## src/sv/cras_pkg.sv

```systemverilog
// Shared types and codes for the clock replacement active set.
// Used by cras_ctrl, the top level and the checker; no dependencies.
package cras_pkg;

	// Operation codes carried on the input tuser
	localparam logic FUNC_ADD    = 1'b0;
	localparam logic FUNC_ACCESS = 1'b1;

	// Configuration register indexes
	localparam logic REG_CAPACITY = 1'b0;
	localparam logic REG_ENABLE   = 1'b1;

	localparam int CAP_BITS = 7;

	typedef enum logic [1:0] {
		ST_OK   = 2'd0,
		ST_MISS = 2'd1,
		ST_DUP  = 2'd2,
		ST_OFF  = 2'd3
	} status_t;

	typedef enum logic [3:0] {
		S_IDLE,
		S_FIND,
		S_SWEEP,
		S_SWSTEP,
		S_VICT,
		S_PRED,
		S_FREE,
		S_APPEND,
		S_RESP
	} state_t;

	typedef struct packed {
		logic    victim_valid;
		status_t status;
	} res_info_t;

endpackage

```

## src/sv/cras_ram.sv

```systemverilog
// Simple dual-port RAM, one write and one registered read per cycle.
// No dependencies; used by cras_ctrl for the key and link stores.
module cras_ram #(
	parameter int DEPTH = 64,
	parameter int WIDTH = 48,
	parameter int AW    = 6
) (
	input  logic             clk,
	input  logic             we,
	input  logic [AW-1:0]    waddr,
	input  logic [WIDTH-1:0] wdata,
	input  logic [AW-1:0]    raddr,
	output logic [WIDTH-1:0] rdata
);

	logic [WIDTH-1:0] mem [DEPTH];

	// Write port
	always_ff @(posedge clk) begin
		if (we) begin
			mem[waddr] <= wdata;
		end
	end

	// Registered read port
	always_ff @(posedge clk) begin
		rdata <= mem[raddr];
	end

endmodule

```

## src/sv/cras_ctrl.sv

```systemverilog
// Sequencer for the active set: key search, clock sweep, unlink and append.
// Depends on cras_pkg and cras_ram (key store and next-slot links).
module cras_ctrl #(
	parameter int MAX_ENTRIES = 64,
	parameter int KEY_BITS    = 48
) (
	input  logic                          clk,
	input  logic                          arst_n,
	input  logic                          start,
	input  logic                          func,
	input  logic [KEY_BITS-1:0]           key,
	input  logic [cras_pkg::CAP_BITS-1:0] capacity,
	input  logic                          enable,
	output logic                          ready,
	output logic                          res_valid,
	input  logic                          res_take,
	output cras_pkg::res_info_t           res_info,
	output logic [KEY_BITS-1:0]           res_key
);

	localparam int AW = (MAX_ENTRIES > 1) ? $clog2(MAX_ENTRIES) : 1;
	localparam int CW = $clog2(MAX_ENTRIES + 1);
	localparam logic [CW-1:0] SCAN_END = CW'(MAX_ENTRIES);

	cras_pkg::state_t state_q, state_d;

	logic                    func_q;
	logic [KEY_BITS-1:0]     key_q;
	logic [CW-1:0]           scan_q;
	logic                    pend_s1;
	logic [AW-1:0]           pidx_s1;
	logic [AW-1:0]           free_q;
	logic                    free_fnd_q;
	logic [AW-1:0]           hand_q, head_q, tail_q, victim_q, vnext_q, p_q;
	logic [CW-1:0]           occ_q;
	logic [KEY_BITS-1:0]     vkey_q;
	logic                    vval_q;
	cras_pkg::status_t       status_q;
	logic [MAX_ENTRIES-1:0]  refb_q, valid_q;

	logic                k_we, n_we;
	logic [AW-1:0]       k_waddr, k_raddr, n_waddr, n_raddr, n_wdata, n_rdata;
	logic [KEY_BITS-1:0] k_wdata, k_rdata;

	logic        hit, scan_done, need_evict;
	logic [31:0] cap_eff;

	cras_ram #(.DEPTH(MAX_ENTRIES), .WIDTH(KEY_BITS), .AW(AW)) u_key_ram (
		.clk(clk), .we(k_we), .waddr(k_waddr), .wdata(k_wdata),
		.raddr(k_raddr), .rdata(k_rdata)
	);

	cras_ram #(.DEPTH(MAX_ENTRIES), .WIDTH(AW), .AW(AW)) u_next_ram (
		.clk(clk), .we(n_we), .waddr(n_waddr), .wdata(n_wdata),
		.raddr(n_raddr), .rdata(n_rdata)
	);

	// Clamp the capacity into 1..MAX_ENTRIES
	always_comb begin
		cap_eff = {{(32-cras_pkg::CAP_BITS){1'b0}}, capacity};
		if (cap_eff == 32'd0) begin
			cap_eff = 32'd1;
		end else if (cap_eff > 32'(MAX_ENTRIES)) begin
			cap_eff = 32'(MAX_ENTRIES);
		end
	end

	assign need_evict = (occ_q != '0) && ({{(32-CW){1'b0}}, occ_q} >= cap_eff);
	assign hit        = pend_s1 && valid_q[pidx_s1] && (k_rdata == key_q);
	assign scan_done  = (scan_q == SCAN_END) && !pend_s1;

	// State register
	always_ff @(posedge clk or negedge arst_n) begin
		if (!arst_n) begin
			state_q <= cras_pkg::S_IDLE;
		end else begin
			state_q <= state_d;
		end
	end

	// Next state and memory port control
	always_comb begin
		state_d = state_q;
		k_we    = 1'b0;
		k_waddr = free_q;
		k_wdata = key_q;
		k_raddr = scan_q[AW-1:0];
		n_we    = 1'b0;
		n_waddr = p_q;
		n_wdata = vnext_q;
		n_raddr = hand_q;
		unique case (state_q)
			cras_pkg::S_IDLE: begin
				if (start) begin
					state_d = enable ? cras_pkg::S_FIND : cras_pkg::S_RESP;
				end
			end
			cras_pkg::S_FIND: begin
				if (hit) begin
					state_d = cras_pkg::S_RESP;
				end else if (scan_done) begin
					if (func_q == cras_pkg::FUNC_ACCESS) begin
						state_d = cras_pkg::S_RESP;
					end else if (need_evict) begin
						state_d = cras_pkg::S_SWEEP;
					end else begin
						state_d = cras_pkg::S_APPEND;
					end
				end
			end
			cras_pkg::S_SWEEP: begin
				k_raddr = hand_q;
				state_d = refb_q[hand_q] ? cras_pkg::S_SWSTEP : cras_pkg::S_VICT;
			end
			cras_pkg::S_SWSTEP: begin
				state_d = cras_pkg::S_SWEEP;
			end
			cras_pkg::S_VICT: begin
				if (victim_q == head_q) begin
					state_d = cras_pkg::S_FREE;
				end else begin
					n_raddr = head_q;
					state_d = cras_pkg::S_PRED;
				end
			end
			cras_pkg::S_PRED: begin
				if (n_rdata == victim_q) begin
					n_we    = 1'b1;
					state_d = cras_pkg::S_FREE;
				end else begin
					n_raddr = n_rdata;
				end
			end
			cras_pkg::S_FREE: begin
				state_d = cras_pkg::S_APPEND;
			end
			cras_pkg::S_APPEND: begin
				if (free_fnd_q) begin
					k_we = 1'b1;
					if (occ_q != '0) begin
						n_we    = 1'b1;
						n_waddr = tail_q;
						n_wdata = free_q;
					end
				end
				state_d = cras_pkg::S_RESP;
			end
			cras_pkg::S_RESP: begin
				if (res_take) begin
					state_d = cras_pkg::S_IDLE;
				end
			end
			default: state_d = cras_pkg::S_IDLE;
		endcase
	end

	// Set bookkeeping: reference and valid bits, list ends, hand, occupancy
	always_ff @(posedge clk or negedge arst_n) begin
		if (!arst_n) begin
			refb_q     <= '0;
			valid_q    <= '0;
			head_q     <= '0;
			tail_q     <= '0;
			hand_q     <= '0;
			occ_q      <= '0;
			pend_s1    <= 1'b0;
			free_fnd_q <= 1'b0;
		end else begin
			case (state_q)
				cras_pkg::S_IDLE: begin
					if (start) begin
						pend_s1    <= 1'b0;
						free_fnd_q <= 1'b0;
					end
				end
				cras_pkg::S_FIND: begin
					if (hit) begin
						if (func_q == cras_pkg::FUNC_ACCESS) begin
							refb_q[pidx_s1] <= 1'b1;
						end
					end else if (!scan_done) begin
						if (scan_q != SCAN_END) begin
							pend_s1 <= 1'b1;
							if (!valid_q[scan_q[AW-1:0]] && !free_fnd_q) begin
								free_fnd_q <= 1'b1;
							end
						end else begin
							pend_s1 <= 1'b0;
						end
					end
				end
				cras_pkg::S_SWEEP: begin
					if (refb_q[hand_q]) begin
						refb_q[hand_q] <= 1'b0;
					end
				end
				cras_pkg::S_SWSTEP: begin
					hand_q <= (hand_q == tail_q) ? head_q : n_rdata;
				end
				cras_pkg::S_VICT: begin
					hand_q <= (victim_q == tail_q) ? head_q : n_rdata;
					if (victim_q == head_q) begin
						head_q <= n_rdata;
					end
				end
				cras_pkg::S_PRED: begin
					if (n_rdata == victim_q && victim_q == tail_q) begin
						tail_q <= p_q;
					end
				end
				cras_pkg::S_FREE: begin
					valid_q[victim_q] <= 1'b0;
					refb_q[victim_q]  <= 1'b0;
					occ_q             <= occ_q - 1'b1;
					free_fnd_q        <= 1'b1;
				end
				cras_pkg::S_APPEND: begin
					if (free_fnd_q) begin
						refb_q[free_q]  <= 1'b1;
						valid_q[free_q] <= 1'b1;
						occ_q           <= occ_q + 1'b1;
						tail_q          <= free_q;
						if (occ_q == '0) begin
							head_q <= free_q;
							hand_q <= free_q;
						end
					end
				end
				default: ;
			endcase
		end
	end

	// Transaction payload and scan datapath
	always_ff @(posedge clk) begin
		case (state_q)
			cras_pkg::S_IDLE: begin
				if (start) begin
					key_q    <= key;
					func_q   <= func;
					scan_q   <= '0;
					vval_q   <= 1'b0;
					vkey_q   <= '0;
					status_q <= enable ? cras_pkg::ST_OK : cras_pkg::ST_OFF;
				end
			end
			cras_pkg::S_FIND: begin
				if (hit) begin
					if (func_q != cras_pkg::FUNC_ACCESS) begin
						status_q <= cras_pkg::ST_DUP;
					end
				end else if (scan_done) begin
					if (func_q == cras_pkg::FUNC_ACCESS) begin
						status_q <= cras_pkg::ST_MISS;
					end
				end else if (scan_q != SCAN_END) begin
					pidx_s1 <= scan_q[AW-1:0];
					if (!valid_q[scan_q[AW-1:0]] && !free_fnd_q) begin
						free_q <= scan_q[AW-1:0];
					end
					scan_q <= scan_q + 1'b1;
				end
			end
			cras_pkg::S_SWEEP: begin
				victim_q <= hand_q;
			end
			cras_pkg::S_VICT: begin
				vkey_q  <= k_rdata;
				vnext_q <= n_rdata;
				vval_q  <= 1'b1;
				p_q     <= head_q;
			end
			cras_pkg::S_PRED: begin
				if (n_rdata != victim_q) begin
					p_q <= n_rdata;
				end
			end
			cras_pkg::S_FREE: begin
				if (!free_fnd_q || victim_q < free_q) begin
					free_q <= victim_q;
				end
			end
			default: ;
		endcase
	end

	assign ready                 = (state_q == cras_pkg::S_IDLE);
	assign res_valid             = (state_q == cras_pkg::S_RESP);
	assign res_info.victim_valid = vval_q;
	assign res_info.status       = status_q;
	assign res_key               = vkey_q;

endmodule

```

## src/sv/clock_replacement_active_set_core.sv

```systemverilog
// Clock replacement active set: top level with configuration and output register.
// Depends on cras_pkg and cras_ctrl.
//
// Input stream: s_tuser selects add (0) or access (1), s_tdata carries the key.
// Output stream: one transaction per input; m_tdata holds the evicted key
// (zero when none), m_tuser holds the eviction flag and the status code.
// Configuration: cfg_we writes cfg_wdata into register cfg_addr (0 capacity,
// 1 enable) at the clock edge; write only while the block is idle.
// Operation: the key store is scanned one slot a cycle and a hit ends the scan;
// a miss scans every slot. An evicting add then runs the clock sweep, clearing
// set reference bits until the hand finds a clear one, and, unless the victim is
// the head, walks the list from its head to the victim's predecessor to unlink
// it. A disabled operation skips the search. The block takes one transaction at
// a time and is ready again from the clock edge that loads its result into the
// output register.
// Reset clears the set, the hand and occupancy; capacity returns to 64 and
// tracking is enabled. A stalled receiver holds the result in the output
// register; the next transaction is accepted meanwhile and waits for it.
module clock_replacement_active_set_core #(
	parameter int MAX_ENTRIES = 64,
	parameter int KEY_BITS    = 48
) (
	input  logic                          clk,
	input  logic                          arst_n,
	input  logic                          s_tvalid,
	output logic                          s_tready,
	input  logic [((KEY_BITS+7)/8)*8-1:0] s_tdata,  // entry_key
	input  logic                          s_tuser,  // func
	output logic                          m_tvalid,
	input  logic                          m_tready,
	output logic [((KEY_BITS+7)/8)*8-1:0] m_tdata,  // victim_key
	output logic [2:0]                    m_tuser,  // victim_valid, op_status
	input  logic                          cfg_we,
	input  logic                          cfg_addr,
	input  logic [cras_pkg::CAP_BITS-1:0] cfg_wdata
);

	localparam int TDW = ((KEY_BITS+7)/8)*8;

	logic [cras_pkg::CAP_BITS-1:0] cap_q;
	logic                          en_q;
	logic                          start, ready, res_valid, res_take;
	cras_pkg::res_info_t           res_info;
	logic [KEY_BITS-1:0]           res_key;
	logic                          m_tvalid_q;
	logic [TDW-1:0]                m_tdata_q;
	logic [2:0]                    m_tuser_q;

	// Configuration registers
	always_ff @(posedge clk or negedge arst_n) begin
		if (!arst_n) begin
			cap_q <= cras_pkg::CAP_BITS'(64);
			en_q  <= 1'b1;
		end else if (cfg_we) begin
			unique case (cfg_addr)
				cras_pkg::REG_CAPACITY: cap_q <= cfg_wdata;
				cras_pkg::REG_ENABLE:   en_q  <= cfg_wdata[0];
				default: ;
			endcase
		end
	end

	assign s_tready = ready;
	assign start    = s_tvalid && ready;
	assign res_take = res_valid && (!m_tvalid_q || m_tready);

	cras_ctrl #(.MAX_ENTRIES(MAX_ENTRIES), .KEY_BITS(KEY_BITS)) u_ctrl (
		.clk(clk), .arst_n(arst_n), .start(start), .func(s_tuser),
		.key(s_tdata[KEY_BITS-1:0]), .capacity(cap_q), .enable(en_q),
		.ready(ready), .res_valid(res_valid), .res_take(res_take),
		.res_info(res_info), .res_key(res_key)
	);

	// Output register: load a finished result, hold it while stalled
	always_ff @(posedge clk or negedge arst_n) begin
		if (!arst_n) begin
			m_tvalid_q <= 1'b0;
		end else if (res_take) begin
			m_tvalid_q <= 1'b1;
		end else if (m_tready) begin
			m_tvalid_q <= 1'b0;
		end
	end

	always_ff @(posedge clk) begin
		if (res_take) begin
			m_tdata_q <= TDW'(res_key);
			m_tuser_q <= {res_info.status, res_info.victim_valid};
		end
	end

	assign m_tvalid = m_tvalid_q;
	assign m_tdata  = m_tdata_q;
	assign m_tuser  = m_tuser_q;

endmodule

```

## config.mk

```make
export PLATFORM = sky130hd
export DESIGN_NAME = clock_replacement_active_set_core
export DESIGN_NICKNAME = d
export VERILOG_FILES = /design/src/sv/cras_pkg.sv /design/src/sv/cras_ram.sv /design/src/sv/cras_ctrl.sv /design/src/sv/clock_replacement_active_set_core.sv
export SDC_FILE = /design/constraint.sdc
export NUM_CORES = 2
export LEC_CHECK = 0
export BUFFER_PORTS_ARGS = -buffer_cell sky130_fd_sc_hd__buf_2
export CORE_ASPECT_RATIO = 1.5
export CORE_MARGIN = 5
export CORE_UTILIZATION = 50
export DETAILED_ROUTE_END_ITERATION = 8
export GPL_TIMING_DRIVEN = 0
export PLACE_DENSITY = 0.62
export SYNTH_ARGS = -nofsm -noshare
export SYNTH_HDL_FRONTEND = slang
export SYNTH_SLANG_ARGS = --single-unit
```

## constraint.sdc

```tcl
create_clock -name clk -period 6.85 [get_ports clk]
set_input_delay 2.055 -clock clk [delete_from_list [all_inputs] [get_ports clk]]
set_output_delay 2.055 -clock clk [all_outputs]
set_load 0.1 [all_outputs]
```

* Yosys cells after proc, flatten, opt, wreduce, memory -nomap -nowiden
Memories as Yosys holds them, arrays and structs flattened. A register that Yosys moved wholly into a read port is not among the register bits.
Cells that the tools add are included.
** Storage, ports and cells
- Bits in registers :: 356
- Latch bits :: 0
- Memory bits (writable) :: 3456
- Memory bits (read-only) :: 0
- Output and inout bits :: 53
- Word-level logic and storage cells :: 239
- Memories :: 2
** Memory list
- u_ctrl.u_key_ram.mem :: depth 64, bits a word 48, rd ports 1, clocked after Yosys merged registers in 1, wr ports 1, line cras_ram.sv:16 : logic [WIDTH-1:0] mem [DEPTH];
- u_ctrl.u_next_ram.mem :: depth 64, bits a word 6, rd ports 1, clocked after Yosys merged registers in 1, wr ports 1, line cras_ram.sv:16
** Operators by class
- Add/subtract/negate cells :: 3
- Multipliers :: 0
- Div/mod/pow operators :: 0
- $lt $le $gt $ge :: 12
- Equality and inequality tests :: 35
- Shifts and indexed selects :: 0
- Mux-type cells :: 101
- Bitwise logic cells :: 11
- Reduce and logical (&&, ||, !) cells :: 50
** Operator list (count)
- $mux 64 :: 5
- $pmux 64 s4 :: 1
- $and 64x64->64 :: 3
- $or 64x64->64 :: 3
- $mux 6 :: 22
- $not 64->64 :: 2
- $pmux 64 s2 :: 1
- $pmux 48 s2 :: 1
- $pmux 6 s2 :: 5
- $mux 7 :: 7
- $eq 48x48->1 :: 1
- $mux 48 :: 1
- $pmux 4 s9 :: 1
- $lt 6x7->1 const B :: 5
- $mux 4 :: 7
- $pmux 7 s2 :: 2
- $mux 1 :: 26
- $ne 2x1->1 const B :: 13
- $demux 1 s6 :: 4
- $eq 6x6->1 :: 4
- $ge 6x1->1 const B :: 4
- $bmux 1 s6 :: 3
- $pmux 6 s3 :: 1
- $eq 4x3->1 const B :: 4
- 34 further kinds :: 86

* Depth between registers and ports, before layout
- Word-level depth :: 10
- Depth in mapped cells :: 15
- Gate-level depth less buffers :: 14

* Cells and area by module
From an unflattened synthesis, not the netlist that was laid out.
** Unflattened totals
- Cell total of the unflattened synthesis :: 7628
- Area total of the unflattened synthesis :: 151988.3 µm²
** By module, submodules not included
- cras_ram (u_ctrl.u_key_ram) :: times used 1, cells each 5247, area each 118190.9 µm², sequential area each 93209.4 µm²
- cras_ctrl :: times used 1, cells each 1586, area each 16642.2 µm², sequential area each 8092.8 µm²
- cras_ram (u_ctrl.u_next_ram) :: times used 1, cells each 720, area each 15225.9 µm², sequential area each 11651.2 µm²
- clock_replacement_active_set_core :: times used 1, cells each 75, area each 1929.4 µm², sequential area each 1759.2 µm²

* Worst setup path before layout
Ideal clock, no wire load.
- Kind :: input to register
- Start point :: input port m_tready
- End point :: register m_tdata_q[0], in the netlist m_tdata[0], enable pin
- Arrival :: 4.486 ns
- Required time :: 6.385 ns
- Slack :: 1.899 ns
- Cell stages on the path :: 2
- Cell sequence :: nand2b_1 nor2b_1
** Between the ends
- Word-level cells in the longest chain between the ends :: 2
** Ends and longest elaborated chain
- from (decl) :: line clock_replacement_active_set_core.sv:30 : input logic m_tready,
- $logic_or 1x1->1 :: line clock_replacement_active_set_core.sv:65 : assign res_take = res_valid && (!m_tvalid_q || m_tready);
- $logic_and 1x1->1 :: line clock_replacement_active_set_core.sv:65
- net res_take :: line clock_replacement_active_set_core.sv:42 : logic start, ready, res_valid, res_take;
- to (signal assigned) :: line clock_replacement_active_set_core.sv:87 : m_tdata_q <= TDW'(res_key);
- to (decl) :: line clock_replacement_active_set_core.sv:46 : logic [TDW-1:0] m_tdata_q;
The timed path passes the listed nets, and every way through them passes these cells.
A chain may end at the register's enable or synchronous reset.

* Worst setup path after layout
- Start point :: register u_ctrl.hand_q[2]
- End point :: register u_ctrl.u_key_ram.rdata[10] (read register of u_ctrl.u_key_ram.mem)
** Between the ends
- Word-level cells in the longest chain between the ends :: 1
** Ends and longest elaborated chain
- from (decl) :: line cras_ctrl.sv:34 : logic [AW-1:0] hand_q, head_q, tail_q, victim_q, vnext_q, p_q;
- from (signal assigned) :: line cras_ctrl.sv:198 : hand_q <= (hand_q == tail_q) ? head_q : n_rdata;
- from (signal assigned) :: line cras_ctrl.sv:201 : hand_q <= (victim_q == tail_q) ? head_q : n_rdata;
- from (signal assigned) :: line cras_ctrl.sv:225 : hand_q <= free_q;
- $mux 6 :: line cras_ctrl.sv:92 : unique case (state_q)
- to (decl) :: line cras_ram.sv:13 : output logic [WIDTH-1:0] rdata
No other way between the ends.

==> run_results.csv <==
group,metric,value,unit
power,p_int,0.04777,W
grt,grt_pass1_vias,85310,
route,vias,83770,
power,p_sw,0.02586,W
floorplan,die_area,315500,sq um
yosys,avgSynthCellArea,19.06,sq um
outcome,violations,"capacitance limit, slew limit, setup timing",
floorplan,initial_core_util,50.12,%
clock_tree,clk_latency,0.95,ns
route,wl,469300,microns
yosys,syn_area,152100,sq um
yosys,synth_edf_count,3644,
grt,grt_pass1_wl,654600,microns
sta,fin_crit,6.852,ns
floorplan,rows,248,
clock_tree,cts_max_level,5,
yosys,yosysTopAreaCell,"edfxtp_1",
setup_path,startpoint_type,"register",
outcome,status,"complete, but fails checks",
yosys,syn_inst,7980,
placed_design,hpwl,333600,microns
min_path,hp-class,"register to register",
layout,area_growth,16.17,%
sta,setup_viol,1,
power,p_clk_share,28.0,%
placed_design,postPlaceCellArea,164700,sq um
setup_path,critPathCaptureType,"register",
layout,final_design_area_no_fill,176700,sq um
yosys,synth_seq_cells,3866,
route,routed_wire_length_per_instance,36.00,microns
grt,gr-total-overflow,0,
setup_path,worstRegToRegCells,10,
clock_tree,cts-root-buf,"clkbuf_16",
route,first_iter_violations,10650,
yosys,synth-seq-area-share,75.42,%
setup_path,crit_required,7.61,ns
grt,grt_usage,29.61,%
clock_tree,clock_sinks,3866,
clock_tree,cts_setup_buffers,0,
min_path,min_path_cells,0,
sta,finalClockSkew,0.04488,ns
route,met1_length,161700,microns
placed_design,port_buffers,114,
placed_design,place_inst,12370,
layout,instances_no_fill,13040,
layout,final_nets,8820,
clock_tree,cts_tree,"built",
route,dr_wl_met2,234900,microns
clock_tree,cts.reportedPaths.clkPinSlew,0.06,ns
yosys,async_flop_share,4.346,%
route,vias_per_cell,6.426,
route,ant_nets,0,
clock_tree,cts_resized,0,
yosys,synth.distinct_cells,87,
power,share_comb_of_total_power,33.7,%
grt,grt_antenna_before_repair,32,
route,drt_pass1_iterations,6,
sta,rsz0062_at_grt,"no",
clock_tree,hold_buffers,0,
placed_design,gp_congestion,0.9732,
setup_path,critPathMaxFanout,10,
power,netSwitchingFraction,35.12,%
job,maxCapViolCount,2,
floorplan,dieWidth,460.3,microns
floorplan,fp.dieH,685.5,microns
yosys,synth_area_leaders,"edfxtp_1 (72%), mux4_2 (13%), dfrtp_1 (2.7%)",
floorplan,coreArea,303500,sq um
sta,hold_viol_final,0,
power,p_seq_share,38.3,%
floorplan,ios,115,
power,power_density,416.8,nW/um^2
setup_path,worstPathArrival,7.61,ns
setup_path,path_class,"register to register",
yosys,synthFlopType,"edfxtp_1",
route,routed-wl-met3,38710,microns
yosys,synth_top_area_share,71.95,%
sta,period_share,100.0,%
power,fin_total_pwr,0.07364,W
clock_tree,cts_buffer_depth,4,
power,peakVddDrop,0.3789,mV
layout,drive_gt1_share,23.71,%
sta,finalWorstSetupSlack,-0.002371,ns
sta,max_freq,145.9,MHz
grt,grt_max_degree,105,
route,drcViolationCount,0,
sta,max_slew_margin,-0.1812,%
clock_tree,numCtsBuffers,365,
yosys,syn-num-nets,8062,
route,routed.top_layer,"met5",
power,leakage,57.60,nW
sta,worst_pin_slew,1.503,ns
sta,slew_violations,11,
yosys,ys_warn_count,0,
[cell usage after synthesis, drive strengths merged, types with 9 or more instances]
| library cell | number |
|---|---|
| and3 | 117 |
| buf | 225 |
| ha | 19 |
| o221a | 36 |
| clkbuf | 262 |
| a21oi | 232 |
| nor2 | 322 |
| a221o | 37 |
| a311oi | 157 |
| a22oi | 56 |
| mux2i | 75 |
| inv | 35 |
| mux4 | 846 |
| xor2 | 35 |
| nand3b | 13 |
| nor2b | 9 |
| a211oi | 155 |
| a31oi | 74 |
| o22a | 17 |
| nor3 | 58 |
| dfrtp | 166 |
| nand2b | 13 |
| nor3b | 9 |
| and2 | 156 |
| nand3 | 91 |
| nand4 | 14 |
| a221oi | 25 |
| nor4 | 20 |
| dfxtp | 54 |
| o21ai | 79 |
| xnor2 | 40 |
| o22ai | 15 |
| or3 | 9 |
| nand2 | 731 |
| edfxtp | 3644 |
| a22o | 13 |
| mux2 | 25 |
| a21o | 13 |
[cell usage in the layout, fill, tap and decap left out, types with 117 or more instances in the layout]
cell / instances
edfxtp_1: 3644
buf_2: 289
a311oi_1: 157
a21oi_1: 232
nor2_1: 257
nand2_1: 727
and2_1: 155
buf_12: 124
clkbuf_1: 322
a211oi_1: 154
dfrtp_1: 166
mux4_2: 846
buf_16: 132
and3_1: 117
clkbuf_16: 376
[worst max-delay path, cell delays in order, from the launching register on]
cell      delay, ns
dfrtp_1        0.45
clkbuf_1       0.51
buf_1          0.94
mux2_2         0.47
clkbuf_1       1.03
clkbuf_2       0.83
clkbuf_1       0.52
nand2_1        0.09
a311oi_1       0.98
a21oi_1        0.27
a21oi_1        0.56
[sequential cells by signal (all words and copies together), names as in the netlist, 7 cells and up]
| signal | count |
|---|---|
| u_ctrl.res_key | 48 |
| u_ctrl.k_wdata | 48 |
| u_ctrl.scan_q | 7 |
| m_tdata | 48 |
| u_ctrl.u_key_ram.rdata | 48 |
| u_ctrl.valid_q | 64 |
| u_ctrl.occ_q | 7 |
| u_ctrl.refb_q | 64 |
| u_ctrl.u_key_ram.mem | 3072 |
| cap_q | 7 |
| u_ctrl.u_next_ram.mem | 384 |
[power groups by stage]
stage                     registers, W  clock network, W  logic (W)
after floorplan                 0.0289                 0     0.0137
after global placement          0.0297                 0     0.0228
after CTS                       0.0282            0.0208     0.0248
after detailed placement        0.0287                 0     0.0247
final                           0.0282            0.0206     0.0248
after global routing            0.0282            0.0218     0.0258
[worst paths after layout]
check,end,startpoint,slack [ns]
worst max-delay path,u_ctrl.u_key_ram.rdata[10],u_ctrl.hand_q[2],-0.002
worst min-delay path,m_tdata[46],u_ctrl.res_key[46],0.42
worst max register to register,u_ctrl.u_key_ram.rdata[10],u_ctrl.hand_q[2],-0.002
worst min register to register,m_tdata[46],u_ctrl.res_key[46],0.42
max in group asynchronous,u_ctrl.valid_q[60],arst_n,4.83
min in group asynchronous,u_ctrl.occ_q[0],arst_n,1.06
[kinds of logic after synthesis]
kind of cell | after synthesis | synth area share [%]
buffers and inverters | 527 | 1.488
multiplexers | 946 | 13.21
AO/OA/AOI/OAI | 965 | 4.552
flip-flops | 3866 | 75.42
XOR/XNOR | 75 | 0.4368
AND/OR/NAND/NOR | 1581 | 4.725
adder cells (fa/ha/maj) | 20 | 0.1695
[final cells by class]
class	instances	area, sq um
diodes	5	12.51
plain buffers	487	2123
clock buffers	464	9920
clock inverters	196	2062
fillers	22320	126800
inverters	40	153.9
multi-input cells	3587	35740
flip-flops and latches	3866	114700
well taps	4000	5005
repair buffers	391	6960
[metrics by stage]
step | util, % | TNS (ns) | setup WS, ns | hold slack [ns]
2_1_floorplan | - | 0 | 1.899 | 0.4003
3_3_place_gp | 51.96 | -4473.63 | -2.957 | 0.4033
3_5_place_dp | 54.26 | 0 | 0.2368 | 0.4093
4_1_cts | 58.21 | 0 | 0.2424 | 0.4226
5_1_grt | 58.22 | 0 | 0.1379 | 0.4370
6_report | 58.22 | -0.002371 | -0.002371 | 0.4197
[routing by layer]
metal,GRT usage [%],vias up
met3,5.630,1131
met5,0,-
met4,17.04,6
met2,49.83,4435
li1,-,34120
met1,35.95,44070
Power figures use the tool's default switching activity.
